===== config.mk =====
export PLATFORM = sky130hd
export DESIGN_NAME = dual_tx_buffer_scheduler
export DESIGN_NICKNAME = d
export VERILOG_FILES = /design/src/design/dtbs_pkg.sv /design/src/design/dtbs_core.sv /design/src/design/dual_tx_buffer_scheduler.sv
export SDC_FILE = /design/constraint.sdc
export NUM_CORES = 1
export LEC_CHECK = 0
export ABC_AREA = 1
export BUFFER_PORTS_ARGS = -buffer_cell sky130_fd_sc_hd__buf_2
export CAP_MARGIN = 25
export CORE_MARGIN = 2
export CORE_UTILIZATION = 30
export CTS_CLUSTER_DIAMETER = 200
export DETAILED_ROUTE_END_ITERATION = 10
export GPL_TIMING_DRIVEN = 1
export HOLD_SLACK_MARGIN = 0.12
export PLACE_DENSITY = 0.57
export SETUP_SLACK_MARGIN = 0.3
export SKIP_CTS_REPAIR_TIMING = 1
export SYNTH_ARGS = -nofsm -noshare
export SYNTH_HDL_FRONTEND = slang
export SYNTH_SLANG_ARGS = --single-unit

===== constraint.sdc =====
create_clock -name clk -period 1.73 [get_ports clk]
set_input_delay 0.346 -clock clk [delete_from_list [all_inputs] [get_ports clk]]
set_output_delay 0.346 -clock clk [all_outputs]
set_load 0.05 [all_outputs]

===== src/design/dtbs_pkg.sv =====
// ----------------------------------------------------------------------------
// dtbs_pkg
// shared types and constants of the dual transmit buffer scheduler
// ----------------------------------------------------------------------------
package dtbs_pkg;

  localparam int unsigned TX_PAGE_COUNT   = 12;
  localparam int unsigned MIN_FRAME_BYTES = 60;

  localparam int unsigned LEN_W  = 12;
  localparam int unsigned PLEN_W = 11;
  localparam int unsigned PAGE_W = 8;
  localparam int unsigned QCNT_W = 8;

  localparam logic [PAGE_W-1:0] SLOT_TWO_OFFSET = PAGE_W'(TX_PAGE_COUNT / 2);
  localparam logic [LEN_W-1:0]  MIN_LEN         = LEN_W'(MIN_FRAME_BYTES);
  localparam logic [PAGE_W-1:0] BASE_PAGE_RST   = 8'd64;

  typedef enum logic [1:0] {
    OP_SUBMIT = 2'd0,
    OP_DONE   = 2'd1,
    OP_ERROR  = 2'd2
  } op_t;

  typedef enum logic [1:0] {
    MODE_FREE    = 2'd0,
    MODE_LOADED  = 2'd1,
    MODE_SENDING = 2'd2
  } mode_t;

  typedef enum logic [2:0] {
    CODE_NONE           = 3'd0,
    CODE_RESTART_ONE    = 3'd1,
    CODE_RESTART_TWO    = 3'd2,
    CODE_SUBMIT_ONE     = 3'd3,
    CODE_SUBMIT_TWO     = 3'd4,
    CODE_IDLE_AFTER_TWO = 3'd5,
    CODE_IDLE_AFTER_ONE = 3'd6
  } code_t;

  typedef enum logic [2:0] {
    ST_STARTED  = 3'd0,
    ST_QUEUED   = 3'd1,
    ST_REJECTED = 3'd2,
    ST_HANDLED  = 3'd3,
    ST_IGNORED  = 3'd4
  } status_t;

  typedef struct packed {
    status_t           status;
    logic              start_send;
    logic [LEN_W-1:0]  xmit_bytes;
    logic [PAGE_W-1:0] send_page;
    logic              went_idle;
    logic              sequence_warning;
  } result_t;

endpackage


===== src/design/dtbs_core.sv =====
// ----------------------------------------------------------------------------
// dtbs_core
// slot state and combinational event handling for the two transmit slots
// ----------------------------------------------------------------------------
module dtbs_core
  import dtbs_pkg::*;
(
  input  logic              clk,
  input  logic              rst_n,
  input  logic              item_valid,
  input  logic [1:0]        operation,
  input  logic [PLEN_W-1:0] packet_length,
  input  logic              error_aborted,
  input  logic              transmitter_busy,
  input  logic [PAGE_W-1:0] tx_base_page,
  output result_t           result
);

  mode_t              one_mode_r, one_mode_nxt;
  mode_t              two_mode_r, two_mode_nxt;
  logic [LEN_W-1:0]   one_len_r, one_len_nxt;
  logic [LEN_W-1:0]   two_len_r, two_len_nxt;
  code_t              code_r, code_nxt;
  logic               sending_r, sending_nxt;
  logic [QCNT_W-1:0]  qcnt_r, qcnt_nxt;

  logic [LEN_W-1:0]   pad_len;
  logic [LEN_W-1:0]   even_len;
  logic [PAGE_W-1:0]  page_one;
  logic [PAGE_W-1:0]  page_two;
  logic               use_two;

  assign pad_len  = ({1'b0, packet_length} < MIN_LEN) ? MIN_LEN : {1'b0, packet_length};
  assign even_len = pad_len + LEN_W'(pad_len[0]);
  assign page_one = tx_base_page;
  assign page_two = tx_base_page + SLOT_TWO_OFFSET;

  always_comb begin
    one_mode_nxt = one_mode_r;
    two_mode_nxt = two_mode_r;
    one_len_nxt  = one_len_r;
    two_len_nxt  = two_len_r;
    code_nxt     = code_r;
    sending_nxt  = sending_r;
    qcnt_nxt     = qcnt_r;
    use_two      = 1'b0;
    result       = '0;
    result.status = ST_IGNORED;

    if (item_valid) begin
      case (op_t'(operation))
        OP_SUBMIT: begin
          if (one_mode_r == MODE_FREE || two_mode_r == MODE_FREE) begin
            use_two = (one_mode_r != MODE_FREE);
            if (use_two) begin
              two_mode_nxt = MODE_LOADED;
              two_len_nxt  = even_len;
            end else begin
              one_mode_nxt = MODE_LOADED;
              one_len_nxt  = even_len;
            end
            if (!sending_r) begin
              sending_nxt   = 1'b1;
              result.status = ST_STARTED;
              if (!transmitter_busy) begin
                result.start_send = 1'b1;
                result.xmit_bytes = even_len;
                result.send_page  = use_two ? page_two : page_one;
              end
              if (use_two) begin
                two_mode_nxt = MODE_SENDING;
                code_nxt     = CODE_SUBMIT_TWO;
              end else begin
                one_mode_nxt = MODE_SENDING;
                code_nxt     = CODE_SUBMIT_ONE;
              end
            end else begin
              qcnt_nxt      = qcnt_r + 1'b1;
              result.status = ST_QUEUED;
            end
          end else begin
            result.status = ST_REJECTED;
          end
        end
        OP_DONE, OP_ERROR: begin
          if (op_t'(operation) == OP_DONE || error_aborted) begin
            result.status = ST_HANDLED;
            qcnt_nxt      = qcnt_r - 1'b1;
            if (one_mode_r == MODE_SENDING) begin
              result.sequence_warning = (code_r != CODE_RESTART_ONE) &&
                                        (code_r != CODE_SUBMIT_ONE);
              one_mode_nxt = MODE_FREE;
              one_len_nxt  = '0;
              if (two_mode_r == MODE_LOADED) begin
                sending_nxt = 1'b1;
                if (!transmitter_busy) begin
                  result.start_send = 1'b1;
                  result.xmit_bytes = two_len_r;
                  result.send_page  = page_two;
                end
                two_mode_nxt = MODE_SENDING;
                code_nxt     = CODE_RESTART_TWO;
              end else begin
                code_nxt         = CODE_IDLE_AFTER_ONE;
                sending_nxt      = 1'b0;
                result.went_idle = 1'b1;
              end
            end else if (two_mode_r == MODE_SENDING) begin
              result.sequence_warning = (code_r != CODE_RESTART_TWO) &&
                                        (code_r != CODE_SUBMIT_TWO);
              two_mode_nxt = MODE_FREE;
              two_len_nxt  = '0;
              if (one_mode_r == MODE_LOADED) begin
                sending_nxt = 1'b1;
                if (!transmitter_busy) begin
                  result.start_send = 1'b1;
                  result.xmit_bytes = one_len_r;
                  result.send_page  = page_one;
                end
                one_mode_nxt = MODE_SENDING;
                code_nxt     = CODE_RESTART_ONE;
              end else begin
                code_nxt         = CODE_IDLE_AFTER_TWO;
                sending_nxt      = 1'b0;
                result.went_idle = 1'b1;
              end
            end
          end
        end
        default: begin
          result.status = ST_IGNORED;
        end
      endcase
    end
  end

  always_ff @(posedge clk) begin
    if (!rst_n) begin
      one_mode_r <= MODE_FREE;
      two_mode_r <= MODE_FREE;
      one_len_r  <= '0;
      two_len_r  <= '0;
      code_r     <= CODE_NONE;
      sending_r  <= 1'b0;
      qcnt_r     <= '0;
    end else begin
      one_mode_r <= one_mode_nxt;
      two_mode_r <= two_mode_nxt;
      one_len_r  <= one_len_nxt;
      two_len_r  <= two_len_nxt;
      code_r     <= code_nxt;
      sending_r  <= sending_nxt;
      qcnt_r     <= qcnt_nxt;
    end
  end

  a_one_sender : assert property (@(posedge clk) disable iff (!rst_n)
    !(one_mode_r == MODE_SENDING && two_mode_r == MODE_SENDING))
    else $error("both slots sending");

  a_sending_flag : assert property (@(posedge clk) disable iff (!rst_n)
    sending_r == (one_mode_r == MODE_SENDING || two_mode_r == MODE_SENDING))
    else $error("sending flag out of step with slot modes");

  a_free_len : assert property (@(posedge clk) disable iff (!rst_n)
    (one_mode_r != MODE_FREE || one_len_r == '0) &&
    (two_mode_r != MODE_FREE || two_len_r == '0))
    else $error("free slot holds a length");

  a_idle_stops : assert property (@(posedge clk) disable iff (!rst_n)
    (item_valid && result.went_idle) |=> !sending_r)
    else $error("still sending after going idle");

endmodule


===== src/design/dual_tx_buffer_scheduler.sv =====
// ----------------------------------------------------------------------------
// dual_tx_buffer_scheduler
// ping-pong scheduler for two transmit buffer slots
// ----------------------------------------------------------------------------
// One transaction is taken in every clock cycle (busy stays low) and each one
// yields exactly one result, shown with out_valid for a single cycle; it passes
// the input register, then the slot logic into the result register. The
// receiver cannot stall the result path, so it must take every out_valid cycle.
// The user must write tx_base_page with cfg_we only while no transaction is in
// flight (not enforced); slot two starts half the transmit pages above it.
module dual_tx_buffer_scheduler
  import dtbs_pkg::*;
(
  input  logic              clk,
  input  logic              rst_n,
  input  logic              start,
  output logic              busy,
  input  logic [1:0]        in_operation,
  input  logic [PLEN_W-1:0] in_packet_length,
  input  logic              in_error_aborted,
  input  logic              in_transmitter_busy,
  output logic              out_valid,
  output logic [2:0]        out_status,
  output logic              out_start_send,
  output logic [LEN_W-1:0]  out_xmit_bytes,
  output logic [PAGE_W-1:0] out_send_page,
  output logic              out_went_idle,
  output logic              out_sequence_warning,
  input  logic              cfg_we,
  input  logic [PAGE_W-1:0] cfg_wdata
);

  logic              in_valid_r;
  logic [1:0]        op_r;
  logic [PLEN_W-1:0] plen_r;
  logic              aborted_r;
  logic              tx_busy_r;
  logic [PAGE_W-1:0] base_page_r;
  logic              out_valid_r;
  result_t           result_nxt;
  result_t           result_r;

  assign busy = 1'b0;

  always_ff @(posedge clk) begin
    if (!rst_n) begin
      in_valid_r  <= 1'b0;
      out_valid_r <= 1'b0;
      base_page_r <= BASE_PAGE_RST;
    end else begin
      in_valid_r  <= start && !busy;
      out_valid_r <= in_valid_r;
      if (cfg_we) begin
        base_page_r <= cfg_wdata;
      end
    end
  end

  always_ff @(posedge clk) begin
    op_r      <= in_operation;
    plen_r    <= in_packet_length;
    aborted_r <= in_error_aborted;
    tx_busy_r <= in_transmitter_busy;
    result_r  <= result_nxt;
  end

  dtbs_core u_core (
    .clk              (clk),
    .rst_n            (rst_n),
    .item_valid       (in_valid_r),
    .operation        (op_r),
    .packet_length    (plen_r),
    .error_aborted    (aborted_r),
    .transmitter_busy (tx_busy_r),
    .tx_base_page     (base_page_r),
    .result           (result_nxt)
  );

  assign out_valid            = out_valid_r;
  assign out_status           = result_r.status;
  assign out_start_send       = result_r.start_send;
  assign out_xmit_bytes       = result_r.xmit_bytes;
  assign out_send_page        = result_r.send_page;
  assign out_went_idle        = result_r.went_idle;
  assign out_sequence_warning = result_r.sequence_warning;

  a_result_follows : assert property (@(posedge clk) disable iff (!rst_n)
    start |=> ##1 out_valid)
    else $error("transaction without result");

  a_start_status : assert property (@(posedge clk) disable iff (!rst_n)
    (out_valid && out_start_send) |->
      (result_r.status == ST_STARTED || result_r.status == ST_HANDLED))
    else $error("start issued with wrong status");

  a_idle_no_start : assert property (@(posedge clk) disable iff (!rst_n)
    (out_valid && out_went_idle) |->
      (!out_start_send && result_r.status == ST_HANDLED))
    else $error("idle report with start");

endmodule

==> flow_summary.yaml <==
status:
  outcome: "finished, final reports clean"
detailed_routing:
  vias: 3504
  drt_iter0_markers: 187
  route.detailed.drc: 0
  drt-total-wl_microns: 10300
  antenna_left: 0
  via_per_inst: 4.94
  detail_route.wl_per_cell_microns: 14.5
  firstDrtPassIters: 4
worst_setup_path:
  cpPeakStageDelay_ns: 0.38
  cpLargestDelayFamily: "buffers and inverters"
  cp_num_buf_inv: 5
  cp_common_cell: "nor2_4"
  reg2regPathDepth: 11
  worstReg2RegStart: "op_r[0]$_DFF_P_"
  r2r_setup_slack_ns: 0.04
  cp-end-kind: "flop"
  arrival_ns: 1.96
  cp.required_ns: 2.00
  crit_path_start_kind: "flop"
  path_max_fanout: 5
  path_cells: "inv_4, ha_4, buf_12, clkinv_8, nor2_4, nor2_4, nand2_1, inv_2, clkbuf_16, o21ai_2, a21oi_1"
  crit_type: "reg -> reg"
  reg2reg_to: "u_core.one_len_r[4]$_SDFFE_PN0P_"
  slowest_stage: "dfxtp_4"
sta:
  finClkSkew_ns: 0.00994
  fin_crit_ns: 1.69
  setup_viol: 0
  clock.fmax_mhz: 593
  setup_ws_ns: 0.0430
  rsz0062_at_grt: "yes"
  slew_violations: 0
  min_period_over_period_pct: 97.5
  hold_viol: 0
yosys:
  ys_ff_latch: 80
  synth-adder-area-share_pct: 1.78
  synth_common_cells: "dfxtp_1, a21oi_1, nor2_1"
  synth_top_area_share_pct: 45.6
  synth.mux.area_fraction_pct: 0
  postSynthCellCount: 460
  synth_top_family_by_area: "simple AND/OR/NAND/NOR gates"
  yosys-top-cells-area: "dfxtp_1, a21oi_1, o21ai_0"
  yosys.area.top_type: "dfxtp_1"
  synth_xor_area_share_pct: 1.74
  synth_edf_count: 0
  yosysWarnings: 0
  synth-seq-area-share_pct: 45.6
  synth_compound_area_share_pct: 20.7
  yosysUniqueCellTypes: 34
  ys.flop_type: "dfxtp_1"
  synthSimpleGateAreaFrac_pct: 21.4
  synthArstFlopShare_pct: 0
  synth_most_common_cell: "dfxtp_1"
  avgSynthCellArea_sq_um: 7.64
  syn-cell-area_sq_mm: 0.00352
global_routing:
  grt_busiest_layer: "met2"
  met2_usage_pct: 24.3
  grt_antenna_before_repair: 0
  grt_max_degree: 26
  grt_pass1_wl_microns: 15400
  track_usage_pct: 15.1
  grt_pass1_vias: 3218
  grt_util_met3_pct: 3.62
  met1_usage_pct: 19.8
  grt_overflow: 0
clock_tree:
  clk_pin_slew_ns: 0.06
  cts.path.max_buffers: 2
  cts_max_level: 3
  cts_buffers: 9
  root_buffer: "clkbuf_16"
  cts_tree: "done"
  cts_sinks: 80
  clk_latency_ns: 0.34
placed_design:
  io_buffers: 52
  dpl-instance-area_sq_mm: 0.00426
  dp_slack_ns: 0.0864
  dp.final_hpwl_microns: 6720
  routabilityCongestion: 0.870
floorplan:
  die_y_microns: 112
  core_sq_mm: 0.0114
  dieArea_sq_mm: 0.0126
  io_pins: 55
  initial_utilization_pct: 30.8
  num_rows: 39
  dieWidth_microns: 112
power:
  leakagePower_uw: 0.00219
  power_density_mw_per_mm2: 868
  irDropWorstVdd_uv: 387
final_layout:
  syn_to_final_growth_pct: 51.7
  design_area_sq_mm: 0.00533
  antenna_cells: 0
  final_nets: 593
  layout-drive-gt1-share_pct: 42.6
  post-route-util_pct: 46.7
hold_path:
  hold_depth: 3
  min-delay-start: "start"
  hp-class: "in -> reg"
  hold_end: "in_valid_r$_SDFF_PN0_"
run:
  cap_viol_max_count: 0
tightest hold or removal path, cell delays in order:
cell,delay (ns)
buf_2,0.08
nand2_1,0.04
inv_1,0.04
kinds of logic after synthesis:
kind of cell,Yosys count
other cells,1
simple gates,163
compound gates,132
xor+xnor,7
flops,80
fa+ha+maj,5
buf+inv,72
final cells by class:
| class | instances | area, sq um |
|---|---|---|
| fillers | 1077 | 6080 |
| multi-input cells | 309 | 2100 |
| flip-flops and latches | 80 | 1640 |
| repair buffers | 111 | 901 |
| clock buffers | 9 | 225 |
| inverters | 50 | 210 |
| well taps | 143 | 179 |
| clock inverters | 7 | 80.1 |
through the flow:
stage                     hold WS, ns  std cells  TNS (ns)  total power (uW)
after floorplan                 0.374        461         0              2370
after global placement          0.448        663         0              2530
after detailed placement        0.450        663         0              2540
after CTS                      0.0907        679         0              4510
after global routing            0.230        709    -0.313              4830
final                           0.205        709         0              4630
how the worst max path moves through the flow:
stage / depth (start not counted) / end / from
final: 11 / u_core.one_len_r[4]$_SDFFE_PN0P_ / op_r[0]$_DFF_P_
after global placement: 7 / out_xmit_bytes[5]$_SDFF_PN0_ / op_r[0]$_DFF_P_
after floorplan: 11 / u_core.one_len_r[8]$_SDFFE_PN0P_ / plen_r[5]$_DFF_P_
after CTS: 8 / out_send_page[0]$_SDFF_PN0_ / flop
after global routing: 11 / u_core.one_len_r[4]$_SDFFE_PN0P_ / op_r[0]$_DFF_P_
after detailed placement: 7 / out_xmit_bytes[5]$_SDFF_PN0_ / op_r[0]$_DFF_P_
placed cells by master (no fill, tap or decap), types with 7 or more instances in the layout:
master         count
dfxtp_1           64
buf_2             52
a21oi_1           45
inv_1             38
nor2_1            37
nand2_1           37
buf_4             30
nand3_1           26
o21ai_2           24
o21ai_0           20
nor2_4            18
dlygate4sd3_1     15
clkbuf_16         13
nand3_2           11
o211ai_1          11
nand2_2           10
a21oi_2           10
dfxtp_2            8
dfxtp_4            8
inv_2              7
per-layer routing:
layer  routed length [microns]  up-vias
met2                      4950       86
met3                       604       14
met1                      4600     1650
met5                         0        -
met4                       142        0
li1                          -     1754
report_power, final:
part | switching [uW] | internal, uW | total, uW
Sequential | 69.4 | 1910 | 1980
Clock | 806 | 1130 | 1940
Combinational | 408 | 298 | 706
Total | 1280 | 3350 | 4630
flip-flops by register name, summed over array words and instances (netlist names), 2 cells and up, named ones only:
signal            flops
base_page_r           8
op_r                  2
out_send_page         8
out_status            3
out_xmit_bytes       11
plen_r               11
u_core.code_r         3
u_core.one_len_r     11
u_core.two_len_r     11
(Power assumes the default switching activity.)
